--- config.mk ---
export PLATFORM = sky130hd
export DESIGN_NAME = filled_circle_span_generator_unit
export DESIGN_NICKNAME = d
export VERILOG_FILES = /design/src/sv/fcsg_pkg.sv /design/src/sv/filled_circle_span_generator_unit.sv /design/src/sv/fcsg_queue.sv /design/src/sv/fcsg_front.sv /design/src/sv/fcsg_back.sv
export VERILOG_INCLUDE_DIRS = /design/src /design/src/sv
export SDC_FILE = /design/constraint.sdc
export NUM_CORES = 1
export LEC_CHECK = 0
export ABC_AREA = 1
export BUFFER_PORTS_ARGS = -buffer_cell sky130_fd_sc_hd__buf_2
export CAP_MARGIN = 40
export CORE_ASPECT_RATIO = 1.1
export CORE_MARGIN = 4
export CORE_UTILIZATION = 65
export CTS_BUF_LIST = sky130_fd_sc_hd__clkbuf_8
export DETAILED_ROUTE_END_ITERATION = 6
export PLACE_DENSITY = 0.84
export SLEW_MARGIN = 10
export SYNTH_ARGS = -nofsm -noshare
export SYNTH_HDL_FRONTEND = slang
export SYNTH_SLANG_ARGS = --single-unit
--- constraint.sdc ---
create_clock -name clock -period 8.65 [get_ports clock]
set_clock_uncertainty 0.05 [all_clocks]
set_input_delay 1.2975 -clock clock [delete_from_list [all_inputs] [get_ports clock]]
set_output_delay 1.2975 -clock clock [all_outputs]
set_load 0.05 [all_outputs]
--- src/sv/filled_circle_span_generator_unit_macros.svh ---
// Assertion macros shared by the filled circle span generator RTL.
`ifndef FILLED_CIRCLE_SPAN_GENERATOR_UNIT_MACROS_SVH
`define FILLED_CIRCLE_SPAN_GENERATOR_UNIT_MACROS_SVH

// The consequent must hold in the same cycle as the antecedent.
`define FCSG_ASSERT_NOW(label, clk, rst, ante, cons, msg) \
   label: assert property (@(posedge clk) disable iff (rst) (ante) |-> (cons)) \
      else $error(msg);

// The consequent must hold in the cycle after the antecedent.
`define FCSG_ASSERT_NEXT(label, clk, rst, ante, cons, msg) \
   label: assert property (@(posedge clk) disable iff (rst) (ante) |=> (cons)) \
      else $error(msg);

`endif

--- src/sv/fcsg_pkg.sv ---
// Package with the types and constants of the filled circle span generator.
`timescale 1ns / 1ps

package fcsg_pkg;

   localparam int RADIUS_BITS_DEFAULT = 10;
   localparam int QUEUE_DEPTH         = 4;
   localparam int COORD_BITS          = 13;
   localparam int SPAN_SLOTS          = 6;

   typedef enum logic {
      OP_START = 1'b0,
      OP_STEP  = 1'b1
   } op_type;

   typedef enum logic [2:0] {
      SLOT_UP_INNER = 3'd0,
      SLOT_DN_INNER = 3'd1,
      SLOT_UP_OUTER = 3'd2,
      SLOT_DN_OUTER = 3'd3,
      SLOT_UP_TAIL  = 3'd4,
      SLOT_DN_TAIL  = 3'd5
   } span_slot_type;

   typedef struct packed {
      logic main;
      logic nonzero;
      logic outer_rows;
      logic tail;
      logic finish;
   } span_flags_type;

   localparam int FLAG_BITS = $bits(span_flags_type);

endpackage

--- src/sv/filled_circle_span_generator_unit.sv ---
// Top level of the filled circle span generator: front end, descriptor queue and back end.
//
//   Channel | Direction | Data fields (lowest bit first)                | Sideband
//   req     | in        | center_x, center_y, radius, fill_color        | tuser opcode
//   rsp     | out       | row, x_left, x_right, span_color, pad bit     | tlast, tuser
//
// A start beat yields no span, as does a step taken while idle. A step beat taken while
// a circle is in progress yields one to six spans, which the back end sends at one span
// per cycle while the result channel is not stalled. Reset is synchronous and clears the
// control state; no clearing pass follows it. The front end keeps taking beats while the
// descriptor queue has room, even when the result channel is stalled; a full queue holds
// req_tready low.
`timescale 1ns / 1ps

`include "filled_circle_span_generator_unit_macros.svh"

module filled_circle_span_generator_unit import fcsg_pkg::*; #(
   parameter int RADIUS_BITS = RADIUS_BITS_DEFAULT
) (
   input  logic        clock,
   input  logic        reset,
   input  logic        req_tvalid,
   output logic        req_tready,
   input  logic [55:0] req_tdata,   // center_x, center_y, radius, fill_color
   input  logic        req_tuser,   // opcode
   output logic        rsp_tvalid,
   input  logic        rsp_tready,
   output logic [63:0] rsp_tdata,   // row, x_left, x_right, span_color, zero pad
   output logic        rsp_tlast,   // last_of_step
   output logic        rsp_tuser    // circle_done
);

   localparam int QueueWidth = FLAG_BITS + 46 + 3 * RADIUS_BITS;

   logic                   q_push, q_pop, q_empty, q_full;
   logic [QueueWidth-1:0]  q_wdata, q_rdata;
   logic                   busy;
   logic                   start_beat;

   span_flags_type         f_flags, b_flags;
   logic [10:0]            f_col, f_row, b_col, b_row;
   logic [23:0]            f_color, b_color;
   logic [RADIUS_BITS-1:0] f_inner, f_outer, f_end;
   logic [RADIUS_BITS-1:0] b_inner, b_outer, b_end;

   fcsg_front #(
      .RADIUS_BITS(RADIUS_BITS)
   ) u_front (
      .clock     (clock),
      .reset     (reset),
      .req_tvalid(req_tvalid),
      .req_tready(req_tready),
      .req_tdata (req_tdata),
      .req_tuser (req_tuser),
      .q_full    (q_full),
      .q_push    (q_push),
      .d_flags   (f_flags),
      .d_col     (f_col),
      .d_row     (f_row),
      .d_color   (f_color),
      .d_inner   (f_inner),
      .d_outer   (f_outer),
      .d_end     (f_end),
      .busy      (busy)
   );

   assign q_wdata = {f_flags, f_col, f_row, f_color, f_inner, f_outer, f_end};

   fcsg_queue #(
      .DATA_WIDTH(QueueWidth),
      .DEPTH     (QUEUE_DEPTH)
   ) u_queue (
      .clock  (clock),
      .reset  (reset),
      .push   (q_push),
      .wr_data(q_wdata),
      .pop    (q_pop),
      .rd_data(q_rdata),
      .empty  (q_empty),
      .full   (q_full)
   );

   assign {b_flags, b_col, b_row, b_color, b_inner, b_outer, b_end} = q_rdata;

   fcsg_back #(
      .RADIUS_BITS(RADIUS_BITS)
   ) u_back (
      .clock     (clock),
      .reset     (reset),
      .q_empty   (q_empty),
      .q_pop     (q_pop),
      .d_flags   (b_flags),
      .d_col     (b_col),
      .d_row     (b_row),
      .d_color   (b_color),
      .d_inner   (b_inner),
      .d_outer   (b_outer),
      .d_end     (b_end),
      .rsp_tvalid(rsp_tvalid),
      .rsp_tready(rsp_tready),
      .rsp_tdata (rsp_tdata),
      .rsp_tlast (rsp_tlast),
      .rsp_tuser (rsp_tuser)
   );

   assign start_beat = req_tvalid && req_tready && (req_tuser == OP_START);

   `FCSG_ASSERT_NOW(a_push_has_room, clock, reset, q_push, !q_full, "Push into a full queue")
   `FCSG_ASSERT_NOW(a_pop_has_data, clock, reset, q_pop, !q_empty, "Pop from an empty queue")
   `FCSG_ASSERT_NOW(a_done_is_last, clock, reset, rsp_tvalid && rsp_tuser, rsp_tlast, "Done off last")
   `FCSG_ASSERT_NEXT(a_start_sets_busy, clock, reset, start_beat, busy, "Start left it idle")

endmodule

--- src/sv/fcsg_queue.sv ---
// Short first-in first-out queue of step descriptors between front and back.
`timescale 1ns / 1ps

module fcsg_queue import fcsg_pkg::*; #(
   parameter int DATA_WIDTH = 64,
   parameter int DEPTH      = QUEUE_DEPTH
) (
   input  logic                  clock,
   input  logic                  reset,
   input  logic                  push,
   input  logic [DATA_WIDTH-1:0] wr_data,
   input  logic                  pop,
   output logic [DATA_WIDTH-1:0] rd_data,
   output logic                  empty,
   output logic                  full
);

   localparam int AddrBits  = (DEPTH > 1) ? $clog2(DEPTH) : 1;
   localparam int CountBits = $clog2(DEPTH + 1);

   logic [DATA_WIDTH-1:0] slot_ff [DEPTH];
   logic [AddrBits-1:0]   wr_ptr_ff, wr_ptr_in;
   logic [AddrBits-1:0]   rd_ptr_ff, rd_ptr_in;
   logic [CountBits-1:0]  count_ff, count_in;

   assign empty   = (count_ff == '0);
   assign full    = (count_ff == CountBits'(DEPTH));
   assign rd_data = slot_ff[rd_ptr_ff];

   always_comb begin
      wr_ptr_in = wr_ptr_ff;
      rd_ptr_in = rd_ptr_ff;
      count_in  = count_ff;
      if (push) begin
         wr_ptr_in = (wr_ptr_ff == AddrBits'(DEPTH - 1)) ? '0 : wr_ptr_ff + AddrBits'(1);
      end
      if (pop) begin
         rd_ptr_in = (rd_ptr_ff == AddrBits'(DEPTH - 1)) ? '0 : rd_ptr_ff + AddrBits'(1);
      end
      if (push && !pop) begin
         count_in = count_ff + CountBits'(1);
      end else if (pop && !push) begin
         count_in = count_ff - CountBits'(1);
      end
   end

   always_ff @(posedge clock) begin
      if (reset) begin
         wr_ptr_ff <= '0;
         rd_ptr_ff <= '0;
         count_ff  <= '0;
      end else begin
         wr_ptr_ff <= wr_ptr_in;
         rd_ptr_ff <= rd_ptr_in;
         count_ff  <= count_in;
      end
   end

   always_ff @(posedge clock) begin
      if (push) begin
         slot_ff[wr_ptr_ff] <= wr_data;
      end
   end

endmodule

--- src/sv/fcsg_front.sv ---
// Front end: accepts beats, keeps the circle state and issues step descriptors.
`timescale 1ns / 1ps

module fcsg_front import fcsg_pkg::*; #(
   parameter int RADIUS_BITS = RADIUS_BITS_DEFAULT
) (
   input  logic                   clock,
   input  logic                   reset,
   input  logic                   req_tvalid,
   output logic                   req_tready,
   input  logic [55:0]            req_tdata,
   input  logic                   req_tuser,
   input  logic                   q_full,
   output logic                   q_push,
   output span_flags_type         d_flags,
   output logic [10:0]            d_col,
   output logic [10:0]            d_row,
   output logic [23:0]            d_color,
   output logic [RADIUS_BITS-1:0] d_inner,
   output logic [RADIUS_BITS-1:0] d_outer,
   output logic [RADIUS_BITS-1:0] d_end,
   output logic                   busy
);

   localparam int ErrBits = RADIUS_BITS + 5;

   logic [10:0]            centre_col_ff, centre_col_in;
   logic [10:0]            centre_row_ff, centre_row_in;
   logic [23:0]            color_ff, color_in;
   logic [RADIUS_BITS-1:0] inner_ff, inner_in;
   logic [RADIUS_BITS-1:0] outer_ff, outer_in;
   logic [ErrBits-1:0]     err_ff, err_in;
   logic                   busy_ff, busy_in;

   logic                   accept;
   op_type                 opcode;
   logic [RADIUS_BITS-1:0] radius_r;
   logic                   main;
   logic                   err_neg;
   logic [ErrBits-1:0]     inner_ext, outer_ext, inc_small, inc_big;
   logic [RADIUS_BITS-1:0] step_inner, step_outer;
   logic [ErrBits-1:0]     step_err;
   logic                   finish;

   assign req_tready = !q_full;
   assign accept     = req_tvalid && req_tready;
   assign opcode     = op_type'(req_tuser);
   assign radius_r   = RADIUS_BITS'(req_tdata[31:22]);

   always_comb begin
      main       = (inner_ff < outer_ff);
      err_neg    = err_ff[ErrBits-1];
      inner_ext  = ErrBits'(inner_ff);
      outer_ext  = ErrBits'(outer_ff);
      inc_small  = (inner_ext << 2) + ErrBits'(6);
      inc_big    = ((inner_ext - outer_ext) << 2) + ErrBits'(10);
      step_inner = main ? inner_ff + RADIUS_BITS'(1) : inner_ff;
      step_outer = (main && !err_neg) ? outer_ff - RADIUS_BITS'(1) : outer_ff;
      if (!main) begin
         step_err = err_ff;
      end else if (err_neg) begin
         step_err = err_ff + inc_small;
      end else begin
         step_err = err_ff + inc_big;
      end
      finish = !(step_inner < step_outer);
   end

   assign q_push             = accept && (opcode == OP_STEP) && busy_ff;
   assign d_flags.main       = main;
   assign d_flags.nonzero    = (inner_ff != '0);
   assign d_flags.outer_rows = main && !err_neg;
   assign d_flags.tail       = finish && (step_inner == step_outer);
   assign d_flags.finish     = finish;
   assign d_col              = centre_col_ff;
   assign d_row              = centre_row_ff;
   assign d_color            = color_ff;
   assign d_inner            = inner_ff;
   assign d_outer            = outer_ff;
   assign d_end              = step_inner;
   assign busy               = busy_ff;

   always_comb begin
      centre_col_in = centre_col_ff;
      centre_row_in = centre_row_ff;
      color_in      = color_ff;
      inner_in      = inner_ff;
      outer_in      = outer_ff;
      err_in        = err_ff;
      busy_in       = busy_ff;
      if (accept && (opcode == OP_START)) begin
         centre_col_in = req_tdata[10:0];
         centre_row_in = req_tdata[21:11];
         color_in      = req_tdata[55:32];
         inner_in      = '0;
         outer_in      = radius_r;
         err_in        = ErrBits'(3) - (ErrBits'(radius_r) << 1);
         busy_in       = 1'b1;
      end else if (q_push) begin
         inner_in = step_inner;
         outer_in = step_outer;
         err_in   = step_err;
         busy_in  = !finish;
      end
   end

   always_ff @(posedge clock) begin
      if (reset) begin
         centre_col_ff <= '0;
         centre_row_ff <= '0;
         color_ff      <= '0;
         inner_ff      <= '0;
         outer_ff      <= '0;
         err_ff        <= '0;
         busy_ff       <= 1'b0;
      end else begin
         centre_col_ff <= centre_col_in;
         centre_row_ff <= centre_row_in;
         color_ff      <= color_in;
         inner_ff      <= inner_in;
         outer_ff      <= outer_in;
         err_ff        <= err_in;
         busy_ff       <= busy_in;
      end
   end

endmodule

--- src/sv/fcsg_back.sv ---
// Back end: turns each step descriptor into output register spans, one per unstalled cycle.
`timescale 1ns / 1ps

module fcsg_back import fcsg_pkg::*; #(
   parameter int RADIUS_BITS = RADIUS_BITS_DEFAULT
) (
   input  logic                   clock,
   input  logic                   reset,
   input  logic                   q_empty,
   output logic                   q_pop,
   input  span_flags_type         d_flags,
   input  logic [10:0]            d_col,
   input  logic [10:0]            d_row,
   input  logic [23:0]            d_color,
   input  logic [RADIUS_BITS-1:0] d_inner,
   input  logic [RADIUS_BITS-1:0] d_outer,
   input  logic [RADIUS_BITS-1:0] d_end,
   output logic                   rsp_tvalid,
   input  logic                   rsp_tready,
   output logic [63:0]            rsp_tdata,
   output logic                   rsp_tlast,
   output logic                   rsp_tuser
);

   logic                   cur_valid_ff, cur_valid_in;
   logic [SPAN_SLOTS-1:0]  mask_ff, mask_in;
   logic                   fin_ff, fin_in;
   logic [10:0]            col_ff, col_in;
   logic [10:0]            row_ff, row_in;
   logic [23:0]            color_ff, color_in;
   logic [RADIUS_BITS-1:0] a_ff, a_in;
   logic [RADIUS_BITS-1:0] b_ff, b_in;
   logic [RADIUS_BITS-1:0] t_ff, t_in;

   logic                   out_valid_ff, out_valid_in;
   logic [COORD_BITS-1:0]  out_row_ff, out_row_in;
   logic [COORD_BITS-1:0]  out_xl_ff, out_xl_in;
   logic [COORD_BITS-1:0]  out_xr_ff, out_xr_in;
   logic [23:0]            out_color_ff, out_color_in;
   logic                   out_last_ff, out_last_in;
   logic                   out_done_ff, out_done_in;

   span_slot_type          slot;
   logic [SPAN_SLOTS-1:0]  rest;
   logic                   last_pick;
   logic                   out_free;
   logic                   issue;
   logic [RADIUS_BITS-1:0] row_off, half;
   logic                   row_neg;
   logic [COORD_BITS-1:0]  row13, col13, off13, half13;
   logic [SPAN_SLOTS-1:0]  new_mask;

   assign out_free  = !out_valid_ff || rsp_tready;
   assign issue     = cur_valid_ff && out_free;

   always_comb begin
      priority if (mask_ff[0]) begin
         slot = SLOT_UP_INNER;
      end else if (mask_ff[1]) begin
         slot = SLOT_DN_INNER;
      end else if (mask_ff[2]) begin
         slot = SLOT_UP_OUTER;
      end else if (mask_ff[3]) begin
         slot = SLOT_DN_OUTER;
      end else if (mask_ff[4]) begin
         slot = SLOT_UP_TAIL;
      end else begin
         slot = SLOT_DN_TAIL;
      end
   end

   assign rest      = mask_ff & ~(SPAN_SLOTS'(1) << slot);
   assign last_pick = (rest == '0);
   assign q_pop     = !q_empty && (!cur_valid_ff || (issue && last_pick));

   always_comb begin
      unique case (slot)
         SLOT_UP_INNER: begin
            row_off = a_ff;
            row_neg = 1'b1;
            half    = b_ff;
         end
         SLOT_DN_INNER: begin
            row_off = a_ff;
            row_neg = 1'b0;
            half    = b_ff;
         end
         SLOT_UP_OUTER: begin
            row_off = b_ff;
            row_neg = 1'b1;
            half    = a_ff;
         end
         SLOT_DN_OUTER: begin
            row_off = b_ff;
            row_neg = 1'b0;
            half    = a_ff;
         end
         SLOT_UP_TAIL: begin
            row_off = t_ff;
            row_neg = 1'b1;
            half    = t_ff;
         end
         SLOT_DN_TAIL: begin
            row_off = t_ff;
            row_neg = 1'b0;
            half    = t_ff;
         end
         default: begin
            row_off = t_ff;
            row_neg = 1'b0;
            half    = t_ff;
         end
      endcase
   end

   always_comb begin
      row13  = COORD_BITS'(row_ff);
      col13  = COORD_BITS'(col_ff);
      off13  = COORD_BITS'(row_off);
      half13 = COORD_BITS'(half);
   end

   assign new_mask = {d_flags.tail, d_flags.tail, d_flags.outer_rows, d_flags.outer_rows,
                      d_flags.main && d_flags.nonzero, d_flags.main};

   always_comb begin
      cur_valid_in = cur_valid_ff;
      mask_in      = mask_ff;
      fin_in       = fin_ff;
      col_in       = col_ff;
      row_in       = row_ff;
      color_in     = color_ff;
      a_in         = a_ff;
      b_in         = b_ff;
      t_in         = t_ff;
      if (q_pop) begin
         cur_valid_in = 1'b1;
         mask_in      = new_mask;
         fin_in       = d_flags.finish;
         col_in       = d_col;
         row_in       = d_row;
         color_in     = d_color;
         a_in         = d_inner;
         b_in         = d_outer;
         t_in         = d_end;
      end else if (issue) begin
         mask_in      = rest;
         cur_valid_in = !last_pick;
      end
   end

   always_comb begin
      out_valid_in = out_valid_ff;
      out_row_in   = out_row_ff;
      out_xl_in    = out_xl_ff;
      out_xr_in    = out_xr_ff;
      out_color_in = out_color_ff;
      out_last_in  = out_last_ff;
      out_done_in  = out_done_ff;
      if (issue) begin
         out_valid_in = 1'b1;
         out_row_in   = row_neg ? row13 - off13 : row13 + off13;
         out_xl_in    = col13 - half13;
         out_xr_in    = col13 + half13;
         out_color_in = color_ff;
         out_last_in  = last_pick;
         out_done_in  = last_pick && fin_ff;
      end else if (rsp_tready) begin
         out_valid_in = 1'b0;
      end
   end

   always_ff @(posedge clock) begin
      if (reset) begin
         cur_valid_ff <= 1'b0;
         mask_ff      <= '0;
         out_valid_ff <= 1'b0;
      end else begin
         cur_valid_ff <= cur_valid_in;
         mask_ff      <= mask_in;
         out_valid_ff <= out_valid_in;
      end
   end

   always_ff @(posedge clock) begin
      fin_ff       <= fin_in;
      col_ff       <= col_in;
      row_ff       <= row_in;
      color_ff     <= color_in;
      a_ff         <= a_in;
      b_ff         <= b_in;
      t_ff         <= t_in;
      out_row_ff   <= out_row_in;
      out_xl_ff    <= out_xl_in;
      out_xr_ff    <= out_xr_in;
      out_color_ff <= out_color_in;
      out_last_ff  <= out_last_in;
      out_done_ff  <= out_done_in;
   end

   assign rsp_tvalid = out_valid_ff;
   assign rsp_tdata  = {1'b0, out_color_ff, out_xr_ff, out_xl_ff, out_row_ff};
   assign rsp_tlast  = out_last_ff;
   assign rsp_tuser  = out_done_ff;

endmodule
==> results by group, run 1 <==
Power
  • Max VDD drop: roughly 0.33 mV
  • Pwr Total: around 12 mW
  • Static Leakage: 11.3 nW
  • Power per cell area: 414 nW/um2

Clock network
  • Clk Latency, worst-skew pair: 660 ps
  • Clock slew at reported path FFs: 60 ps
  • H-tree depth: 3
  • Root buf cell: clkbuf_8
  • Post-cts sizing count: 0
  • Sinks on Clock Net: 561
  • Cts bufs inserted: 85
  • CTS tree: built
  • Post-CTS Hold Buffers: 0
  • Setup bufs post-CTS: 0
  • Clock buffer depth: 3

Place
  • Setup WS pre-CTS: approximately 4500 ps
  • Placer congestion estimate: 0.928
  • Final HPWL DP: 39700 um
  • Buffers on Ports: 126

GRT
  • First-pass GRT wire length: 95000 um
  • Vias in the first global route: 18300
  • Pin count of the biggest net entering global routing: 86
  • Overall Global Routing Usage: 28.6%
  • Initial antenna violation count: 1
  • GRT Residual Overflow: 0

Final layout
  • Layout cells sized above 1: 12.5%
  • Area occupied by multi-input gates: a little over 8000 um2
  • Final core utilization: 73.7%
  • NumNets Final: between 2000 and 3000
  • Fillers: approximately 2400
  • Area Overhead vs Synth: 11.6%
  • Sequential standard cell area: 15900 um2

STA
  • Final Hold Vio Count: 0
  • Setup violations, final: 0
  • Slew Limit Fails: 0
  • Worst-margin pin slew: 953 ps
  • Min Tclk post-route: 4220 ps
  • Max Clk Rate: ~0.24 GHz
  • RSZ-0062 raised after global routing: false
  • Slew HR: around 36%
  • Part of the cycle the worst path needs: 48.7%
  • Setup ws final: 4430 ps
  • TNS Setup: 0 ps

Worst setup path
  • CP Max Fanout: 20
  • WP data required: 9000 ps
  • Startpoint Class: flip-flop
  • Critical Path End Type: flip-flop
  • Critical path class: flip-flop to flip-flop
  • Data arrival time of the critical path: 4570 ps

Route
  • Starting DRT DRC Count: 1900
  • WL final: approximately 60000 um
  • Router iterations before antenna repair: 6
  • Avg WL per Cell: 20.3 um
  • Remaining routing DRC violations: 0
  • Vias per std cell: 6.03
  • Routed via count: 18300
  • Post-route ant nets: 0

Logic synthesis
  • Synthesis warning total: 0
  • Mapped Area: 25200 um2
  • Ys async rst share: 0%
  • Post-Syn Instances: 2321
  • Most frequent cell after synthesis: edfxtp_1
  • Seq/Total Area, Yosys: between 60% and 70%
  • Main synth FF type: edfxtp_1
  • Cell accounting for the most synthesized area: edfxtp_1
  • Synth top cells by count: 463 x edfxtp_1, 359 x nor2_1, 279 x o21ai_0
  • #FFs+latches synth: 561
  • Synth top area cells: edfxtp_1 55%, dfxtp_1 7.8%, ha_1 5.7%
  • Average size of a mapped cell: 10.9 um2
  • Synth cell types: 50
  • EDFF count, synth: 463
  • Share of the synthesized area in the top cell type: 55.2%

Floorplan
  • Core Region: 38200 um2
  • Chip width: 196 um
  • Ports: 129
  • DIE HEIGHT: approximately 210 um
  • Num rows: 75
  • Initial Util: 66.0%
  • Die area: 42000 um2

Outcome
  • Status: complete, no violations

Hold path
  • Hold Path Class: flip-flop to flip-flop

Run
  • Max-cap violations: 0
==> area by class of cell <==
cell class                 count  share of cell area, %
antenna                        1                0.00889
multi-input combinational   1452                   29.0
clock buffer                  97                   4.74
timing repair buffer         152                   3.11
sequential                   561                   56.4
inverter                     205                   2.76
tap                          500                   2.22
clock inverter                61                   1.72
==> logic make-up (layout without fill, tap and decap cells) <==
| kind of cell | Yosys count | count (layout) | share of synthesized area [%] |
|---|---|---|---|
| and+or+nand+nor | 698 | 698 | 11.3 |
| AOI/OAI and AO/OA | 575 | 575 | 12.7 |
| DFF | 561 | 561 | 62.9 |
| buffers and inverters | 309 | 515 | 4.81 |
| adders and majority gates | 123 | 123 | 6.34 |
| xor gates and xnor gates | 54 | 54 | 1.88 |
| other | 1 | 3 | 0.0149 |
==> worst max-delay path: stages (launching register included) <==
cell      delay [ps]
dfxtp_1          460
inv_1            150
ha_1             380
a21oi_1          200
o21ai_0          100
a21oi_1          150
nand2_2          250
nor2_4           460
inv_1            200
nand2_1          120
nand2_1          100
ha_1             300
nand2_1           60
inv_1             60
nand2_1           70
nand3_1           80
nand2_1           70
o211ai_1         100
nor2_1           270
inv_1            160
nand3_1          100
inv_1             70
==> path summary, 6_finish.rpt <==
check,start,to,slack [ps],cells past startpoint
max reg2reg,u_front.d_outer[6],u_queue.slot_ff[3][77],4430,21
min reg2reg,u_back.color_ff[6],u_back.out_color_ff[6],370,0
min,u_back.color_ff[6],u_back.out_color_ff[6],370,0
max,u_front.d_outer[6],u_queue.slot_ff[3][77],4430,21
==> report_power, final <==
group          total (mW)  switching [mW]  internal (mW)  leakage, nW
clock network        2.30            1.03           1.27         1.04
registers            4.11           0.329           3.78         5.14
logic                5.24            3.66           1.58         5.15
==> state kept, by name, indices dropped and copies added, names as in the netlist, 11 cells and up, named ones only <==
| name | flops |
|---|---|
| u_front.d_col | 11 |
| u_front.err_ff | 14 |
| u_back.col_ff | 11 |
| u_back.out_xr_ff | 12 |
| u_back.row_ff | 11 |
| u_front.d_color | 24 |
| u_back.color_ff | 24 |
| u_back.out_color_ff | 24 |
| u_front.d_row | 11 |
| u_queue.slot_ff | 324 |
| u_back.out_row_ff | 13 |
| u_back.out_xl_ff | 11 |
==> layout by cell type (no fill, tap or decap), drive strengths merged, types with 82 or more instances in the layout <==
cell type / netlist / routed
edfxtp: 463 / 463
buf: 25 / 152
clkbuf: 79 / 97
a21oi: 124 / 124
dfxtp: 98 / 98
ha: 115 / 115
inv: 203 / 240
nor2: 364 / 364
o21ai: 303 / 303
nand2: 236 / 236
o22ai: 82 / 82
==> metrics by stage <==
step           instance area, um2  hold WS, ps  std cells
2_1_floorplan               25200          350       2322
3_3_place_gp                26200          352       2861
3_5_place_dp                26300          355       2869
4_1_cts                     28100          370       3027
5_1_grt                     28100          382       3029
6_report                    28100          365       3029
==> routing by layer <==
| metal | vias up | global-route usage (%) | share of wire (%) |
|---|---|---|---|
| li1 | 8431 | - | - |
| met1 | 8672 | 35.9 | 37 |
| met2 | 996 | 48.5 | 50 |
| met3 | 173 | 5.69 | 9.0 |
| met4 | 0 | 12.5 | 3.5 |
| met5 | - | 0 | 0 |
Power figures use the tool's default switching activity.
==> run 2: changes to the inputs <==
--- a/config.mk
+++ b/config.mk
@@ -11,10 +11,10 @@
 export CAP_MARGIN = 40
 export CORE_ASPECT_RATIO = 1.1
 export CORE_MARGIN = 4
-export CORE_UTILIZATION = 65
+export CORE_UTILIZATION = 64
 export CTS_BUF_LIST = sky130_fd_sc_hd__clkbuf_8
 export DETAILED_ROUTE_END_ITERATION = 6
-export PLACE_DENSITY = 0.84
+export PLACE_DENSITY = 0.83
 export SLEW_MARGIN = 10
 export SYNTH_ARGS = -nofsm -noshare
 export SYNTH_HDL_FRONTEND = slang
==> constraint.sdc (replaced) <==
create_clock -name clock -period 4.07 [get_ports clock]
set_clock_uncertainty 0.05 [all_clocks]
set_input_delay 0.6105 -clock clock [delete_from_list [all_inputs] [get_ports clock]]
set_output_delay 0.6105 -clock clock [all_outputs]
set_load 0.05 [all_outputs]
==> run 2 against run 1 <==
- the run now ends with DRC left
- routed wire length decreased by 0.21%
- die area rose by 1.5%
- via count is 0.63% lower
- total power grew 110%
- maximum frequency grew 15%
- global-route usage fell by 0.23 points
==> results by group, run 2 (same netlist as run 1, synthesis figures left out) <==
Route
  • Starting DRT DRC Count: 1739 (-8.5%)
  • Router iterations before antenna repair: 7 (+1)
  • Vias per std cell: 5.95 (-1.3%)
  • Routed via count: 18200 (-0.63%)
  • Remaining routing DRC violations: 3 (+3)
  • Post-route ant nets: 0 (unchanged)
  • Avg WL per Cell: 20.1 um (-0.93%)
  • WL final: 61400 um (-0.21%)

Power
  • Internal power: 14.0 mW (+110%)
  • Max VDD drop: 1.00 mV (+200%)
  • Static Leakage: 11.4 nW (+0.60%)
  • Clock power frac: 19.0% (-0.7 points)
  • Sw Pwr: 10.6 mW (+110%)
  • Pwr Total: 24.6 mW (+110%)
  • Power per cell area: 871 nW/um2 (+110%)
  • Share of power burned in registers: 35.3% (about the same)
  • Net Sw Frac: 43.2% (+0.093 points)
  • Comb power frac: 45.8% (+0.8 points)

Outcome
  • Status: finished with violations
  • Failing checks: DRC

Final layout
  • Commonest cells after routing, fill and taps aside: 463 x edfxtp_1, 355 x nor2_1, 278 x o21ai_0
  • Area Overhead vs Synth: 12.2%
  • Final core utilization: 73.3% (-0.38 points)
  • Fillers: 2442 (+0.54%)
  • Most common cell after layout, fill and taps aside: edfxtp_1
  • NumNets Final: 2662 (+0.80%)
  • Sequential standard cell area: 15900 um2 (about the same)
  • Layout cells sized above 1: 13.3% (+0.75 points)
  • Number of flip-flops in the largest register: 324 (unchanged)
  • Post-route design area: 28300 um2 (+0.47%)
  • Area occupied by multi-input gates: 8170 um2 (about the same)
  • Reg with most FFs: u_queue.slot_ff
  • Post-Layout Cell Count: 3051 (+0.73%)

STA
  • RSZ-0062 raised after global routing: false
  • Hold Slack: 137 ps (-228 ps)
  • Min Tclk post-route: 3680 ps (-540 ps)
  • Setup ws final: 394 ps (-4040 ps)
  • Part of the cycle the worst path needs: 90.3% (+42 points)
  • Final Hold Vio Count: 0 (unchanged)
  • Slew Limit Fails: 0 (unchanged)
  • Worst-margin pin slew: 957 ps (+4.73 ps)
  • Setup violations, final: 0 (unchanged)
  • Max Clk Rate: 0.272 GHz (+15%)
  • TNS Setup: 0 ps (unchanged)
  • Slew HR: 36.2% (+0.36 points)

GRT
  • Met2 Usage GRT: 48.3% (-0.12 points)
  • Pin count of the biggest net entering global routing: 69 (-20%)
  • Met1 Usage GRT: 36.5% (+0.61 points)
  • First-pass GRT wire length: 95500 um (+0.51%)
  • Met3 global-route usage: 4.53% (-1.2 points)
  • Initial antenna violation count: 2 (+1)
  • Vias in the first global route: 18200 (-0.67%)
  • GRT Residual Overflow: 0 (unchanged)
  • GR peak layer: met2
  • Overall Global Routing Usage: 28.3% (-0.23 points)

Worst setup path
  • Reg-to-reg startpoint: u_front.d_outer[8]
  • Critical path class: flip-flop to flip-flop
  • Critical Path End Type: flip-flop
  • CP Max Fanout: 15 (-25%)
  • R2r setup slk: 390 ps (-4040 ps)
  • Critical Path Sink: u_queue.slot_ff[0][77]
  • WP data required: 4420 ps (-4580 ps)
  • Startpoint Class: flip-flop
  • Data arrival time of the critical path: 4030 ps (-540 ps)
  • Reg-to-Reg End: u_queue.slot_ff[0][77]
  • R2R depth: 20 (-4.8%)
  • Crit path launch: u_front.d_outer[8]

Clock network
  • Setup bufs post-CTS: 0 (unchanged)
  • Clock buffer depth: 3 (unchanged)
  • CTS tree: built
  • Cts bufs inserted: 85 (unchanged)
  • H-tree depth: 3 (unchanged)
  • Sinks on Clock Net: 561 (unchanged)
  • Clock slew at reported path FFs: 60 ps (about the same)
  • Root buf cell: clkbuf_8
  • Clk Latency, worst-skew pair: 650 ps (about the same)

Hold path
  • Worst hold path cell count: 3 (+3)
  • Hold Path Class: input pin to flip-flop

Floorplan
  • Die area: 42600 um2 (+1.5%)
  • Chip width: 197 um (+0.75%)
  • Num rows: 75 (unchanged)
  • DIE HEIGHT: 216 um (+0.75%)
  • Initial Util: 65.3% (-0.64 points)
  • Core Region: 38600 um2 (+0.98%)
  • Ports: 129 (unchanged)

Place
  • Dpl cells: 2891 (+0.77%)
  • Setup WS pre-CTS: 271 ps (-4220 ps)
  • Placer congestion estimate: 0.952 (+2.6%)
  • Buffers on Ports: 126 (unchanged)
  • Final HPWL DP: 39400 um (-0.95%)
  • Placed Area: 26500 um2 (+0.77%)

Run
  • Max-cap violations: 0 (unchanged)
## run 2: how the worst min path moves through the flow
stage	from	endpoint	slack [ps]
after detailed placement	u_back.color_ff[14]	u_back.out_color_ff[14]	360
after floorplan	u_back.color_ff[0]	u_back.out_color_ff[0]	350
after CTS	req_tdata[5]	u_front.d_col[5]	90
final	req_tdata[5]	u_front.d_col[5]	140
after global placement	u_back.color_ff[14]	u_back.out_color_ff[14]	350
after global routing	req_tdata[5]	u_front.d_col[5]	120
## run 2: final cells by class
class / instances / area share [%]
sequential: 561 / 56.2
multi-input combinational: 1452 / 28.9
clock buffer: 99 / 4.82
timing repair buffer: 173 / 3.79
inverter: 205 / 2.75
tap: 500 / 2.21
clock inverter: 60 / 1.35
antenna: 1 / 0.00885
## run 2: timing repair
item,CTS,global route
gates resized for setup,0,6
hold buffers,0,0
endpoints found under the setup margin,0,7
## run 2: routing by layer
| metal | vias up | wire length (um) |
|---|---|---|
| met3 | 141 | 4980 |
| li1 | 8463 | - |
| met5 | - | 13 |
| met2 | 860 | 31000 |
| met1 | 8691 | 23600 |
| met4 | 2 | 1820 |
## run 2: power by group through the flow
stage                     Clock (mW)  Sequential (mW)  Combinational, mW
after floorplan                    0             9.57               7.28
after global placement             0             8.74               10.7
after detailed placement           0             8.79               11.1
after CTS                       4.73             8.68               11.2
after global routing            5.03             8.78               12.5
final                           4.68             8.68               11.3
## run 2: critical path: stages, from the launching register on
cell      delay (ps)
dfxtp_1          440
inv_1            130
ha_1             400
a21oi_2          200
o21ai_0          100
a21oi_1          230
nand2_4          180
nor2_4           170
buf_4            230
nand2_1           70
o21ai_1          100
inv_1             70
ha_1             270
nand2_1           90
nor2_1            70
nand2_1           70
o211ai_1         120
nor2_1           200
inv_1            110
nand3_1           80
inv_1             70
